==> src/rtl/ftd_pkg.sv <==
// ----------------------------------------------------------------------------
// ftd_pkg
// Shared types and constants of the fieldbus telegram deframer.
// ----------------------------------------------------------------------------
package ftd_pkg;

	// Telegram store size and the widths that follow from it
	localparam int MAX_FRAME_BYTES = 23;
	localparam int ADDR_W          = $clog2(MAX_FRAME_BYTES);
	localparam int LEN_W           = $clog2(MAX_FRAME_BYTES + 1);

	// Header bytes 0..7 are fetched after the last byte
	localparam int HDR_BYTES = 8;
	localparam int HDR_IDX_W = 3;
	localparam logic [HDR_IDX_W-1:0] HDR_LAST_IDX = 3'd7;

	// Payload starts at byte 8
	localparam logic [4:0] PAY_BASE = 5'd8;

	localparam logic [7:0] XOR_SEED    = 8'hFF;
	localparam logic [7:0] INLINE_MASK = 8'h3F;

	typedef enum logic [1:0] {
		KIND_INLINE  = 2'd0,
		KIND_PLAIN   = 2'd1,
		KIND_PAYLOAD = 2'd2
	} result_kind_t;

	typedef enum logic [1:0] {
		STAT_OK           = 2'd0,
		STAT_TOO_LONG     = 2'd1,
		STAT_CK_BAD       = 2'd2,
		STAT_LEN_MISMATCH = 2'd3
	} status_t;

	typedef enum logic [2:0] {
		S_IDLE,
		S_HDR_RD,
		S_HDR_WAIT,
		S_HDR_OUT,
		S_PAY_RD,
		S_PAY_LD
	} state_t;

	typedef logic [HDR_BYTES-1:0][7:0] hdr_bytes_t;

	// Store write request from the receive tracker
	typedef struct packed {
		logic              en;
		logic [ADDR_W-1:0] addr;
		logic [7:0]        data;
	} wr_req_t;

	// Telegram verdict as known at the last byte
	typedef struct packed {
		status_t          pre_status;
		logic [LEN_W-1:0] fill;
	} rx_stat_t;

	// One result word
	typedef struct packed {
		result_kind_t kind;
		status_t      status;
		logic [3:0]   source_area;
		logic [3:0]   source_line;
		logic [7:0]   source_device;
		logic [4:0]   target_main;
		logic [2:0]   target_middle;
		logic [7:0]   target_sub;
		logic [1:0]   priority_level;
		logic [3:0]   payload_count;
		logic [7:0]   data_value;
		logic         last_of_run;
	} out_word_t;

endpackage

==> src/rtl/ftd_rx_track.sv <==
// ----------------------------------------------------------------------------
// ftd_rx_track
// Byte count, running checksum and overflow tracking for the receive side.
// ----------------------------------------------------------------------------
module ftd_rx_track import ftd_pkg::*; (
	input  logic       clk,
	input  logic       arst_n,
	input  logic       accept,
	input  logic [7:0] rx_byte,
	input  logic       end_of_frame,
	input  logic       clear,
	output wr_req_t    wr_req,
	output rx_stat_t   rx_stat
);

	logic [LEN_W-1:0] byte_count_q;
	logic [7:0]       xor_q;
	logic             ovf_q;
	status_t          pre_status_q;
	logic             full;
	logic             too_long;
	logic             ck_ok;

	assign full     = byte_count_q >= LEN_W'(MAX_FRAME_BYTES);
	assign too_long = ovf_q || full;
	assign ck_ok    = (byte_count_q == '0) ? (rx_byte == 8'h00) : (xor_q == rx_byte);

	// Store every byte that fits; the last byte only if the telegram is not too long
	always_comb begin
		wr_req.en   = accept && !full && !(end_of_frame && ovf_q);
		wr_req.addr = byte_count_q[ADDR_W-1:0];
		wr_req.data = rx_byte;
	end

	always_ff @(posedge clk or negedge arst_n) begin
		if (!arst_n) begin
			byte_count_q <= '0;
			xor_q        <= XOR_SEED;
			ovf_q        <= 1'b0;
			pre_status_q <= STAT_OK;
		end else if (clear) begin
			byte_count_q <= '0;
			xor_q        <= XOR_SEED;
			ovf_q        <= 1'b0;
		end else if (accept) begin
			if (wr_req.en) begin
				byte_count_q <= byte_count_q + LEN_W'(1);
			end
			if (!end_of_frame) begin
				xor_q <= xor_q ^ rx_byte;
				if (full) begin
					ovf_q <= 1'b1;
				end
			end else begin
				pre_status_q <= too_long ? STAT_TOO_LONG : (ck_ok ? STAT_OK : STAT_CK_BAD);
			end
		end
	end

	assign rx_stat.pre_status = pre_status_q;
	assign rx_stat.fill       = byte_count_q;

endmodule

==> src/rtl/ftd_hdr_decode.sv <==
// ----------------------------------------------------------------------------
// ftd_hdr_decode
// Length check and header field extraction from the fetched header bytes.
// ----------------------------------------------------------------------------
module ftd_hdr_decode import ftd_pkg::*; (
	input  hdr_bytes_t hdr_bytes,
	input  rx_stat_t   rx_stat,
	output out_word_t  hdr_word
);

	logic [4:0] apdu;
	logic       big;
	logic       mismatch;
	status_t    stat;

	assign apdu     = {1'b0, hdr_bytes[5][3:0]} + 5'd1;
	assign big      = apdu > 5'd2;
	assign mismatch = big && ({(6-LEN_W)'(0), rx_stat.fill} != ({1'b0, apdu} + 6'd7));

	always_comb begin
		if (rx_stat.pre_status != STAT_OK) begin
			stat = rx_stat.pre_status;
		end else if (mismatch) begin
			stat = STAT_LEN_MISMATCH;
		end else begin
			stat = STAT_OK;
		end
	end

	always_comb begin
		hdr_word             = '0;
		hdr_word.kind        = KIND_PLAIN;
		hdr_word.status      = stat;
		hdr_word.last_of_run = 1'b1;
		if (stat == STAT_OK) begin
			// Zero address fields that the telegram is too short to carry
			if (rx_stat.fill >= LEN_W'(3)) begin
				hdr_word.source_area   = hdr_bytes[1][7:4];
				hdr_word.source_line   = hdr_bytes[1][3:0];
				hdr_word.source_device = hdr_bytes[2];
			end
			if (rx_stat.fill >= LEN_W'(5)) begin
				hdr_word.target_main   = hdr_bytes[3][7:3];
				hdr_word.target_middle = hdr_bytes[3][2:0];
				hdr_word.target_sub    = hdr_bytes[4];
			end
			hdr_word.priority_level = hdr_bytes[0][3:2];
			if (apdu == 5'd2) begin
				hdr_word.kind       = KIND_INLINE;
				hdr_word.data_value = hdr_bytes[7] & INLINE_MASK;
			end else if (big) begin
				hdr_word.payload_count = 4'(apdu - 5'd2);
				hdr_word.last_of_run   = 1'b0;
			end
		end
	end

endmodule

==> src/rtl/fieldbus_telegram_deframer.sv <==
// ----------------------------------------------------------------------------
// fieldbus_telegram_deframer
// Receives a group telegram byte by byte, checks it and emits a header word
// followed by its payload bytes.
// ----------------------------------------------------------------------------
//
// channel  | handshake             | word
// ---------+-----------------------+--------------------------------------------
// input    | in_valid / in_stall   | rx_byte, end_of_frame
// output   | out_valid / out_stall | result_kind, status, address fields,
//          |                       | priority_level, payload_count, data_value,
//          |                       | last_of_run
//
// A byte that is not the last one is taken every cycle and written to the
// frame store while it fits. After the last byte the input stalls while
// header bytes 0..7 are read back through the store's single read port; after
// a wait state the header word is loaded, then each payload word is read and loaded.
// Positions not received this telegram read as zero through a fill count, so
// the store needs no clearing pass after reset or between telegrams.
// A stalled output word holds; the next payload read issues only once it is taken.
// ----------------------------------------------------------------------------
module fieldbus_telegram_deframer import ftd_pkg::*; (
	input  logic       clk,
	input  logic       arst_n,
	input  logic       in_valid,
	output logic       in_stall,
	input  logic [7:0] rx_byte,
	input  logic       end_of_frame,
	output logic       out_valid,
	input  logic       out_stall,
	output logic [1:0] result_kind,
	output logic [1:0] status,
	output logic [3:0] source_area,
	output logic [3:0] source_line,
	output logic [7:0] source_device,
	output logic [4:0] target_main,
	output logic [2:0] target_middle,
	output logic [7:0] target_sub,
	output logic [1:0] priority_level,
	output logic [3:0] payload_count,
	output logic [7:0] data_value,
	output logic       last_of_run
);

	state_t               state_q, state_d;
	logic                 in_accept;
	logic                 clear;
	wr_req_t              wr_req;
	rx_stat_t             rx_stat;

	// Frame store and its registered read port
	logic [7:0]           frame_mem [MAX_FRAME_BYTES];
	logic                 rd_en;
	logic [ADDR_W-1:0]    rd_addr;
	logic [7:0]           rd_data_q;

	// Header fetch
	logic [HDR_IDX_W-1:0] rd_ptr_q;
	logic                 rd_vld_s1;
	logic [HDR_IDX_W-1:0] rd_idx_s1;
	hdr_bytes_t           hdr_bytes_q;
	out_word_t            hdr_word;

	// Emission
	logic [3:0]           emit_idx_q;
	logic [3:0]           count_q;
	logic                 pay_last;
	logic                 out_free;
	logic                 load_hdr;
	logic                 load_pay;
	logic                 out_valid_q;
	out_word_t            out_q;
	out_word_t            pay_word;

	assign in_accept = in_valid && !in_stall;
	assign out_free  = !out_valid_q || !out_stall;
	assign pay_last  = (emit_idx_q + 4'd1) == count_q;

	ftd_rx_track u_rx_track (
		.clk          (clk),
		.arst_n       (arst_n),
		.accept       (in_accept),
		.rx_byte      (rx_byte),
		.end_of_frame (end_of_frame),
		.clear        (clear),
		.wr_req       (wr_req),
		.rx_stat      (rx_stat)
	);

	ftd_hdr_decode u_hdr_decode (
		.hdr_bytes (hdr_bytes_q),
		.rx_stat   (rx_stat),
		.hdr_word  (hdr_word)
	);

	// Writes happen only while receiving and reads only after the last
	// byte, so a read never meets a write to the same entry.
	always_ff @(posedge clk) begin
		if (wr_req.en) begin
			frame_mem[wr_req.addr] <= wr_req.data;
		end
		if (rd_en) begin
			rd_data_q <= frame_mem[rd_addr];
		end
	end

	// Next state
	always_comb begin
		state_d = state_q;
		unique case (state_q)
			S_IDLE: begin
				if (in_valid && end_of_frame) begin
					state_d = S_HDR_RD;
				end
			end
			S_HDR_RD: begin
				if (rd_ptr_q == HDR_LAST_IDX) begin
					state_d = S_HDR_WAIT;
				end
			end
			S_HDR_WAIT: state_d = S_HDR_OUT;
			S_HDR_OUT: begin
				if (out_free) begin
					state_d = (hdr_word.payload_count != 4'd0) ? S_PAY_RD : S_IDLE;
				end
			end
			S_PAY_RD: begin
				if (out_free) begin
					state_d = S_PAY_LD;
				end
			end
			S_PAY_LD: state_d = pay_last ? S_IDLE : S_PAY_RD;
			default:  state_d = S_IDLE;
		endcase
	end

	// State outputs
	always_comb begin
		in_stall = 1'b1;
		rd_en    = 1'b0;
		rd_addr  = ADDR_W'(rd_ptr_q);
		load_hdr = 1'b0;
		load_pay = 1'b0;
		clear    = 1'b0;
		unique case (state_q)
			S_IDLE: in_stall = 1'b0;
			S_HDR_RD: rd_en = 1'b1;
			S_HDR_WAIT: ;
			S_HDR_OUT: begin
				load_hdr = out_free;
				clear    = out_free && (hdr_word.payload_count == 4'd0);
			end
			S_PAY_RD: begin
				rd_en   = out_free;
				rd_addr = ADDR_W'(PAY_BASE + {1'b0, emit_idx_q});
			end
			S_PAY_LD: begin
				load_pay = 1'b1;
				clear    = pay_last;
			end
			default: ;
		endcase
	end

	always_ff @(posedge clk or negedge arst_n) begin
		if (!arst_n) begin
			state_q <= S_IDLE;
		end else begin
			state_q <= state_d;
		end
	end

	// Advance the header read pointer; it wraps back to zero by itself
	always_ff @(posedge clk or negedge arst_n) begin
		if (!arst_n) begin
			rd_ptr_q  <= '0;
			rd_vld_s1 <= 1'b0;
		end else begin
			rd_vld_s1 <= (state_q == S_HDR_RD);
			if (state_q == S_HDR_RD) begin
				rd_ptr_q <= rd_ptr_q + HDR_IDX_W'(1);
			end
		end
	end

	// Capture header bytes; drop anything beyond this telegram's fill
	always_ff @(posedge clk) begin
		rd_idx_s1 <= rd_ptr_q;
		if (rd_vld_s1) begin
			hdr_bytes_q[rd_idx_s1] <= (LEN_W'(rd_idx_s1) < rx_stat.fill) ? rd_data_q : 8'h00;
		end
	end

	always_ff @(posedge clk or negedge arst_n) begin
		if (!arst_n) begin
			emit_idx_q <= '0;
			count_q    <= '0;
		end else begin
			if (load_hdr) begin
				count_q <= hdr_word.payload_count;
			end
			if (clear) begin
				emit_idx_q <= '0;
			end else if (load_pay) begin
				emit_idx_q <= emit_idx_q + 4'd1;
			end
		end
	end

	always_comb begin
		pay_word             = '0;
		pay_word.kind        = KIND_PAYLOAD;
		pay_word.status      = STAT_OK;
		pay_word.data_value  = rd_data_q;
		pay_word.last_of_run = pay_last;
	end

	// Output register: hold while stalled, reload only when free
	always_ff @(posedge clk or negedge arst_n) begin
		if (!arst_n) begin
			out_valid_q <= 1'b0;
		end else if (load_hdr || load_pay) begin
			out_valid_q <= 1'b1;
		end else if (!out_stall) begin
			out_valid_q <= 1'b0;
		end
	end

	always_ff @(posedge clk) begin
		if (load_hdr) begin
			out_q <= hdr_word;
		end else if (load_pay) begin
			out_q <= pay_word;
		end
	end

	assign out_valid      = out_valid_q;
	assign result_kind    = out_q.kind;
	assign status         = out_q.status;
	assign source_area    = out_q.source_area;
	assign source_line    = out_q.source_line;
	assign source_device  = out_q.source_device;
	assign target_main    = out_q.target_main;
	assign target_middle  = out_q.target_middle;
	assign target_sub     = out_q.target_sub;
	assign priority_level = out_q.priority_level;
	assign payload_count  = out_q.payload_count;
	assign data_value     = out_q.data_value;
	assign last_of_run    = out_q.last_of_run;

	// A waiting word must never be overwritten
	a_no_overwrite: assert property (@(posedge clk) disable iff (!arst_n)
		(load_hdr || load_pay) |-> (!out_valid_q || !out_stall))
		else $error("output word overwritten while stalled");

	// After the last byte, input stalls until the telegram is emitted
	a_stall_after_eof: assert property (@(posedge clk) disable iff (!arst_n)
		(in_accept && end_of_frame) |=> in_stall)
		else $error("input accepted right after end of frame");

	// Payload index stays below the telegram's payload count
	a_emit_bound: assert property (@(posedge clk) disable iff (!arst_n)
		(state_q == S_PAY_RD || state_q == S_PAY_LD) |-> (emit_idx_q < count_q))
		else $error("payload index past count");

	// Fill never exceeds the store depth
	a_fill_bound: assert property (@(posedge clk) disable iff (!arst_n)
		rx_stat.fill <= LEN_W'(MAX_FRAME_BYTES))
		else $error("fill count beyond store depth");

	// Payload words only follow a good header
	a_pay_status: assert property (@(posedge clk) disable iff (!arst_n)
		load_pay |-> (count_q != 4'd0))
		else $error("payload load without payload count");

endmodule
==> config.mk <==
export PLATFORM = sky130hd
export DESIGN_NAME = fieldbus_telegram_deframer
export DESIGN_NICKNAME = d
export VERILOG_FILES = /design/src/rtl/ftd_pkg.sv /design/src/rtl/ftd_rx_track.sv /design/src/rtl/ftd_hdr_decode.sv /design/src/rtl/fieldbus_telegram_deframer.sv
export SDC_FILE = /design/constraint.sdc
export NUM_CORES = 1
export LEC_CHECK = 0
export BUFFER_PORTS_ARGS = -buffer_cell sky130_fd_sc_hd__buf_2
export CORE_ASPECT_RATIO = 0.5
export CORE_MARGIN = 5
export CORE_UTILIZATION = 50
export CTS_CLUSTER_DIAMETER = 50
export DETAILED_ROUTE_END_ITERATION = 6
export GPL_ROUTABILITY_DRIVEN = 1
export PLACE_DENSITY = 0.76
export SLEW_MARGIN = 20
export SYNTH_ARGS = -nofsm -noshare
export SYNTH_HDL_FRONTEND = slang
export SYNTH_SLANG_ARGS = --single-unit
==> constraint.sdc <==
create_clock -name clk -period 6.1 [get_ports clk]
set_input_delay 0.305 -clock clk [delete_from_list [all_inputs] [get_ports clk]]
set_output_delay 0.305 -clock clk [all_outputs]
set_load 0.02 [all_outputs]
Word level (Yosys, flattened, before mapping)
Memories as Yosys holds them, arrays and structs flattened. A register that Yosys moved wholly into a read port is not among the register bits.
Index checks and enable logic that the tools add are counted.
{"block": "word_totals", "ram_bits": 184, "reg_bits": 150, "out_inout_bits": 53, "in_bits": 13, "mem_count": 1}
{"block": "op_classes", "addsub": 7, "reduce_logical": 32, "order_cmp": 7, "bitwise_logic": 2, "mux": 50, "eq_ne": 16}
{"memory": "frame_mem", "depth": 23, "word_bits": 8, "rd": 1, "rd_ports_with_merged_regs": 1, "write_ports": 1, "line": "fieldbus_telegram_deframer.sv:52", "text": "logic [7:0] frame_mem [MAX_FRAME_BYTES];"}
{"cell": "$mux W51", "n": 2}
{"cell": "$bwmux W64", "n": 1}
{"cell": "$mux W47", "n": 1}
{"cell": "$mux W8", "n": 5}
{"cell": "$mux W16", "n": 2}
{"cell": "$demux W8 S3", "n": 1}
{"cell": "$mux W5", "n": 4}
{"cell": "$mux W3", "n": 6}
{"cell": "$pmux W3 S6", "n": 1}
{"cell": "$mux W4", "n": 4}
{"cell": "$mux W1", "n": 15}
{"cell": "$reduce_bool A2 Y1", "n": 6}
{"cell": "$mux W2", "n": 5}
{"cell": "$eq A3 B3 Y1 const B", "n": 3}
{"cell": "$eq A8 B8 Y1", "n": 1}
{"cell": "$logic_and A1 B1 Y1", "n": 8}
{"cell": "$logic_not A8 Y1", "n": 1}
{"cell": "$xor A8 B8 Y8", "n": 1}
{"cell": "$add A5 B3 Y6 const B", "n": 1}
{"cell": "$eq A3 B2 Y1 const B", "n": 2}
{"cell": "$mux W6", "n": 1}
{"cell": "$ne A2 B1 Y1 const B", "n": 3}
{"cell": "$ne A2 B2 Y1 const B", "n": 3}
{"cell": "$ne A5 B6 Y1", "n": 1}
{"cell": "other kinds (28)", "n": 36}

Logic depth before layout (Yosys ltp)
Gate-level depths: netlist of run 1.
{"block": "depth", "word_depth": 13, "ltp_mapped": 10, "ltp_nobuf": 9}

Cells and area by module
A second synthesis of run 1 with hierarchy kept.
{"block": "unflattened", "cells_unflattened": 1090, "hier_area_um2": 14560.2}
{"mod": "fieldbus_telegram_deframer", "seq_area_each_um2": 9679.3, "n_inst": 1, "cells_per_inst": 837, "area_per_inst_um2": 12605.8}
{"mod": "ftd_rx_track", "seq_area_each_um2": 410.4, "n_inst": 1, "cells_per_inst": 103, "area_per_inst_um2": 994.7}
{"mod": "ftd_hdr_decode", "seq_area_each_um2": 0.0, "n_inst": 1, "cells_per_inst": 150, "area_per_inst_um2": 959.7}

Worst setup path before layout of run 1
Ideal clock, no wire load.
{"block": "synth_timing", "path_kind": "register to register", "from": "register state_q[1]", "to": "register out_q (netlist bit data_value[0]), enable pin", "slack_ns": 3.281, "n_path_buf": 3, "t_required_ns": 5.494, "t_arrival_ns": 2.214, "path_stages_with_launch": 8, "cell_sequence": "dfrtp_1 -> buf_2 -> nor2b_1 -> and3_1 -> buf_2 -> inv_1 -> clkbuf_1 -> nand2_1"}
{"block": "synth_via", "elab_chain_len": 3, "word_cells_on_any_way": 5}
{"item": "from (decl)", "line": "fieldbus_telegram_deframer.sv:45", "text": "state_t state_q, state_d;"}
{"item": "from (signal assigned)", "line": "fieldbus_telegram_deframer.sv:169", "text": "state_q <= state_d;"}
{"item": "$eq A3 B2 Y1 or $eq A3 B3 Y1 (tied branches)", "line": "fieldbus_telegram_deframer.sv:145", "text": "unique case (state_q)"}
{"item": "$mux W1", "line": "fieldbus_telegram_deframer.sv:145"}
{"item": "$reduce_bool A2 Y1 (no source line) (*)"}
{"item": "to (signal assigned)", "line": "fieldbus_telegram_deframer.sv:231", "text": "out_q <= hdr_word;"}
{"item": "to (signal assigned)", "line": "fieldbus_telegram_deframer.sv:233", "text": "out_q <= pay_word;"}
{"item": "to (decl)", "line": "fieldbus_telegram_deframer.sv:72", "text": "out_word_t out_q;"}
Every way passes the cells marked *; elsewhere a longest branch is shown, timed or not.
A chain may end at the register's enable or synchronous reset.

Worst setup path after layout of run 1
{"block": "layout_timing", "from": "register state_q[2]", "to": "register rd_data_q[1] (read register of frame_mem), data pin"}
{"block": "layout_via", "elab_chain_len": 2, "word_cells_on_any_way": 4}
{"item": "$eq A3 B3 Y1 or $eq A3 B1 Y1 (tied branches)", "line": "fieldbus_telegram_deframer.sv:145"}
{"item": "$pmux W1 S2 or $mux W5 (tied branches)", "line": "fieldbus_telegram_deframer.sv:145"}
{"item": "to (decl)", "line": "fieldbus_telegram_deframer.sv:55", "text": "logic [7:0] rd_data_q;"}
Parallel ways exist; a longest one is shown, timed or not.

==> flow_metrics.tcl, run 1 <==
set metrics [dict create \
    synth_top_area_share_pct 64.49 \
    max_slew_margin_pct 20.48 \
    yosysUniqueCellTypes 63 \
    cap_violations 0 \
    synth-edff-count 287 \
    synthTopCellsByArea "edfxtp_1, nand2_1, dfrtp_1" \
    setup_tns_ns 0 \
    nets 1031 \
    path_max_fanout 26 \
    die_h_um 125.6 \
    path_class "reg2reg" \
    final_cells 1379 \
    numCtsBuffers 29 \
    gp_congestion 0.8733 \
    end_kind "flip-flop" \
    fmax_mhz 273.7 \
    critPathArrivalTime_ns 3.95 \
    min_period_ns 3.653 \
    clock_sinks 322 \
    grt_pass1_vias 8114 \
    maxSlewViolCount 0 \
    placementRows 42 \
    post_cts_resized 0 \
    dpl_cell_area_sq_um 13910 \
    use_met2_pct 31.79 \
    synth_top_flop_cell "edfxtp_1" \
    grt_pass1_wl_um 47390 \
    antenna_found_initial 0 \
    whs_ns 0.06641 \
    cp.required_ns 6.40 \
    post-route-cell-area_sq_um 14890 \
    clkSlewWorstSetupHoldPaths_ns 0.06 \
    synth_fp_nets 976 \
    critPathLaunchType "flip-flop" \
    worst_pin_slew_ns 1.188 \
    h-tree-depth 1 \
    core-area_sq_um 26380 \
    avgSynthCellArea_sq_um 14.08 \
    min_period_over_period_pct 59.89 \
    status "finished, final reports clean" \
    leakage_nw 5.180 \
    cts_tree "done" \
    start_util_pct 50.66 \
    finalHoldViolations 0 \
    synth_most_common_cell "edfxtp_1" \
    yosysSeqAreaShare_pct 71.00 \
    pwr_density_cell_nw_per_um2 489.3 \
    ioPinCount 66 \
    synth_area_leader_cell "edfxtp_1" \
    n_antenna_cell 0 \
    synth_cells 949 \
    met1_usage_pct 28.31 \
    viasPerCell 5.976 \
    synth-async-reset-ratio_pct 9.938 \
    clk_latency_ns 0.55 \
    grt_use_met3_pct 3.982 \
    netlist_top_cells_count "edfxtp_1, nand2_1, nand3_1" \
    io_buffers 65 \
    grt_usage_pct 19.93 \
    hp-class "in2reg" \
    rsz0062_at_grt "no" \
    dp_hpwl_um 19510 \
    final_antenna_net_count 0 \
    syn_area_sq_um 13360 \
    setup_viol 0 \
    first_pass_iters 6 \
    finalWirelength_um 30410 \
    drive_above_1_share_pct 13.92 \
    cts_buffer_depth 3 \
    peakVddDrop_uv 262.9 \
    vias 8241 \
    clockRootBuffer "clkbuf_16" \
    top_usage_layer "met2" \
    die_x_um 241.2 \
    wl_per_cell_um 22.05 \
    drcViolationCount 0 \
    grt_start_max_net_pins 52 \
    die-area_sq_um 30300 \
    area_growth_pct 11.42 \
    fin_skew_ns 0.02072 \
    ys_warn_count 0 \
    dp.cells 1324 \
    overflow 0 \
    first_iter_violations 969 \
    synth_seq_cells 322 \
    totalPowerFinal_mw 7.286 \
]
[critical path, stage by stage, from the launching register on]
cell and delay, ns:
dfrtp_1 0.52, or3b_1 0.67, mux2i_4 0.90, buf_4 0.44
mux4_2 0.54, a22oi_1 0.21, nand3_1 0.09
[metal layers]
layer  wire length (um)  vias up
met4                800        0
met3               2635       65
met2              14280      452
met5                  0        -
met1              12700     4067
li1                   -     3657
[flip-flops by register name (all words and copies together), names as in the netlist, 4 cells and up]
register / cells
data_value: 8
emit_idx_q: 4
source_area: 4
count_q: 4
rd_data_q: 8
frame_mem: 184
target_sub: 8
target_main: 5
source_device: 8
u_rx_track.xor_q: 8
hdr_bytes_q: 44
payload_count: 4
source_line: 4
u_rx_track.byte_count_q: 5
[power breakdown]
group	internal [mW]	leakage (nW)	switching [mW]
registers	2.90	3.02	0.297
logic	0.760	1.69	1.52
clock network	1.04	0.464	0.779
[cell families (layout without fill, tap and decap cells)]
| family | Yosys count | after routing | synth area share [%] |
|---|---|---|---|
| xor+xnor | 36 | 36 | 2.565 |
| compound gates | 105 | 105 | 5.524 |
| simple gates | 383 | 383 | 13.18 |
| fa+ha+maj | 14 | 14 | 1.311 |
| mux | 34 | 34 | 4.307 |
| buf+inv | 55 | 133 | 2.107 |
| flops | 322 | 322 | 71.00 |
[placed cells by master (no fill, tap or decap), types with 4 or more instances in the layout]
cell type / instances
edfxtp_1: 287
nand2_1: 165
buf_2: 65
nand3_1: 56
nor2_1: 48
nor3_1: 44
clkbuf_16: 30
dfrtp_1: 24
xnor2_1: 23
a21oi_1: 21
ha_1: 14
and2_1: 13
o21ai_0: 12
nand4_1: 12
xor2_1: 11
mux2i_1: 11
inv_1: 9
nor2b_1: 9
a211oi_1: 9
nand2b_1: 8
mux4_1: 8
a211o_1: 8
dfstp_2: 8
a22o_1: 7
a311oi_1: 7
a22oi_1: 7
clkinv_1: 7
clkinv_2: 6
mux4_2: 5
clkbuf_1: 5
or3_1: 4
a31oi_1: 4
a21o_1: 4
o31ai_1: 4
mux2_2: 4
nor4_1: 4
buf_4: 4
[worst paths after layout]
check	depth (start not counted)	from	slack, ns	endpoint
setup / recovery	6	state_q[2]$_DFFE_PN0P_	2.45	rd_data_q[1]$_DFFE_PP_
hold / removal	3	out_stall	0.07	out_valid$_DFFE_PN0P_
setup reg to reg	6	state_q[2]$_DFFE_PN0P_	2.45	rd_data_q[1]$_DFFE_PP_
hold reg to reg	2	count_q[1]$_DFFE_PN0P_	0.51	count_q[1]$_DFFE_PN0P_
max in group asynchronous	2	arst_n	5.26	emit_idx_q[1]$_DFFE_PN0P_
min in group asynchronous	2	arst_n	0.37	out_valid$_DFFE_PN0P_
[area by class of cell]
type	instances	area [sq um]
clock buffers	36	783.3
well taps	352	440.4
fillers	2013	11490
clock inverters	18	162.7
flip-flops and latches	322	9489
inverters	9	33.78
repair buffers	70	365.4
multi-input cells	572	3616
[stage by stage]
step / setup slack, ns / util (%)
global route: 2.241 / 56.45
detailed placement: 2.361 / 52.75
finish: 2.447 / 56.45
floorplan: 3.281 / -
CTS: 2.338 / 56.37
global placement: 2.595 / 52.75
[what timing repair did]
action | CTS | global route
endpoints found under the hold margin | 24 | 0
buffers inserted | 0 | 0
hold buffers | 1 | 0
Note: power is estimated with default switching activity, not from simulation.
==> run 2, diff against run 1 <==
ABC_AREA = 1   (was default)
clock period = 3.6 ns   (was 6.1 ns; I/O delays follow)
==> flow_metrics.tcl, run 2 <==
set metrics [dict create \
    min_period_ns 2.901 \
    critPathBufInv 2 \
    synthTopCellsByArea "edfxtp_1, nor2_1, dfrtp_1" \
    comb_power_share_pct 29.0 \
    final_cell_mix "edfxtp_1, nor2_1, nand2_1" \
    synth_top_flop_cell "edfxtp_1" \
    crit_slowest_cell "edfxtp_1" \
    final_antenna_net_count 0 \
    die_x_um 240.3 \
    yosysSeqAreaShare_pct 71.55 \
    clkPwrFrac_pct 26.9 \
    totalPowerFinal_mw 11.37 \
    netlist_top_cells_count "edfxtp_1, nor2_1, nand2_1" \
    rsz0062_at_grt "no" \
    die_h_um 125.2 \
    swShare_pct 34.32 \
    n_fill_cell 2109 \
    crit_family "simple AND/OR/NAND/NOR gates" \
    path_max_fanout 9 \
    maxSlewViolCount 0 \
    cp.required_ns 3.97 \
    ioPinCount 66 \
    first_pass_iters 7 \
    synth-async-reset-ratio_pct 9.938 \
    path_class "reg2reg" \
    reg_top3 "frame_mem (184), hdr_bytes_q (44)" \
    critPathArrivalTime_ns 3.27 \
    clockRootBuffer "clkbuf_16" \
    synth_cells 1088 \
    max_slew_margin_pct 42.98 \
    n_antenna_cell 0 \
    cap_violations 0 \
    drive_above_1_share_pct 12.83 \
    avgSynthCellArea_sq_um 12.19 \
    clk_latency_ns 0.54 \
    path_cells "ha_1 -> inv_1 -> nand2_1 -> nand2_2 -> ha_1 -> inv_1 -> a21oi_1 -> nand3_1 -> nand2_1 -> nand2_1 -> nand2_1 -> nand2_2 -> o21ai_4 -> nand4_1 -> o22ai_1" \
    fin_skew_ns 0.01337 \
    crit_path_max_incr_delay_ns 0.54 \
    pwr-share-seq_pct 44.1 \
    min_period_over_period_pct 80.58 \
    synth_most_common_cell "edfxtp_1" \
    grt_start_max_net_pins 58 \
    finalWirelength_um 29370 \
    hp-class "in2reg" \
    peakVddDrop_uv 412.1 \
    fmax_mhz 344.7 \
    grt_pass1_vias 8147 \
    grt_usage_pct 19.11 \
    end_kind "flip-flop" \
    grt_pass1_wl_um 45650 \
    first_iter_violations 955 \
    cts_tree "done" \
    worst_pin_slew_ns 0.8522 \
    antenna_found_initial 0 \
    overflow 0 \
    synth_fp_nets 1115 \
    status "finished, final reports clean" \
    switchingPower_mw 3.901 \
    r2r_slack_ns 0.70 \
    final_cells 1529 \
    start_util_pct 50.48 \
    synth_seq_cells 322 \
    critPathLaunchType "flip-flop" \
    synth_area_leader_cell "edfxtp_1" \
    dp_hpwl_um 18780 \
    largest_reg_flops 184 \
    finalCoreUtilization_pct 56.84 \
    nets 1184 \
    synth_top_area_share_pct 64.98 \
    pwr_density_cell_nw_per_um2 761.2 \
    ys_warn_count 0 \
    whs_ns 0.05100 \
    wl_per_cell_um 19.21 \
    cts_buffer_depth 3 \
    leakage_nw 5.577 \
    io_buffers 65 \
    die-area_sq_um 30080 \
    clkSlewWorstSetupHoldPaths_ns 0.06 \
    gp_congestion 0.9015 \
    p_int_mw 7.466 \
    dp.cells 1475 \
    vias 8539 \
    setup_tns_ns 0 \
    core-area_sq_um 26280 \
    setup_viol 0 \
    clock_sinks 322 \
    cpMostUsedCell "nand2_1" \
    drcViolationCount 0 \
    layout_commonest_cell "edfxtp_1" \
    h-tree-depth 1 \
    regMostFlops "frame_mem" \
    area_growth_pct 12.60 \
    synth-edff-count 287 \
    viasPerCell 5.585 \
    finalHoldViolations 0 \
    numCtsBuffers 29 \
    placementRows 42 \
    yosysUniqueCellTypes 43 \
    syn_area_sq_um 13260 \
]
==> run 2: changes by cell type after synthesis, sizes merged, moves of 13 or more <==
cell,previous run,this run
inv,9,116
nor2,50,187
o21ai,15,115
xnor2,23,7
o211ai,1,14
nand2,167,124
a21oi,24,10
o221ai,1,31
nor3,45,3
and2,13,0
mux4,13,0
==> run 2: worst paths after layout <==
path,startpoint,to,cells past startpoint
min,in_valid,u_rx_track.pre_status_q[0]$_DFFE_PN0P_,5
max in group asynchronous,arst_n,count_q[3]$_DFFE_PN0P_,2
min in group asynchronous,arst_n,count_q[0]$_DFFE_PN0P_,2
max,hdr_bytes_q[40]$_DFFE_PP_,data_value[1]$_DFFE_PP_,15
min reg2reg,rd_ptr_q[1]$_DFFE_PN0P_,rd_idx_s1[1]$_DFF_P_,0
max reg2reg,hdr_bytes_q[40]$_DFFE_PP_,data_value[1]$_DFFE_PP_,15
==> run 2: worst min-delay path, cell delays in order <==
cell and delay [ns]:
buf_2 0.12, inv_1 0.05, nor2_1 0.05, nand2_1 0.09
a21oi_1 0.07
==> run 2: final cells by class <==
class	count	area, sq um	area share [%]
multi-input cells	610	3164	21.19
inverters	116	435.4	2.916
flip-flops and latches	322	9489	63.54
clock buffers	35	748.2	5.010
repair buffers	78	480.5	3.217
well taps	352	440.4	2.949
clock inverters	16	176.4	1.181
==> run 2: cells by family after synthesis <==
logic type	share of synthesized area (%)
compound gates	8.500
xor+xnor	1.057
fa+ha+maj	1.321
simple gates	12.70
mux	0.1509
flops	71.55
buf+inv	4.726
==> run 2: power by group through the flow <==
| stage | clock network, mW | registers, mW | logic (mW) |
|---|---|---|---|
| global route | 3.25 | 5.05 | 3.62 |
| detailed placement | 0 | 5.08 | 3.23 |
| global placement | 0 | 5.07 | 3.14 |
| floorplan | 0 | 5.14 | 2.08 |
| CTS | 3.08 | 5.01 | 3.26 |
| finish | 3.06 | 5.02 | 3.30 |
==> run 2: metrics by stage <==
stage	cell area [sq um]	setup slack, ns
floorplan	13260	1.006
global placement	13980	0.8426
detailed placement	13980	0.7639
CTS	14930	0.7084
global route	14930	0.4611
finish	14930	0.6992
==> run 2: layer usage <==
layer | GRT usage [%] | vias up | part of all wire [%]
met4 | 4.433 | 0 | 2.1
met2 | 30.73 | 401 | 47
met3 | 4.070 | 47 | 9.9
met5 | 0 | - | 0
met1 | 27.18 | 4136 | 41
li1 | - | 3955 | -
==> run 2: timing repair <==
| action | in CTS | in global routing |
|---|---|---|
| gates resized for setup | 0 | 0 |
| hold endpoints to repair | 26 | 0 |
| setup buffers | 0 | 0 |
| hold buffers | 3 | 0 |
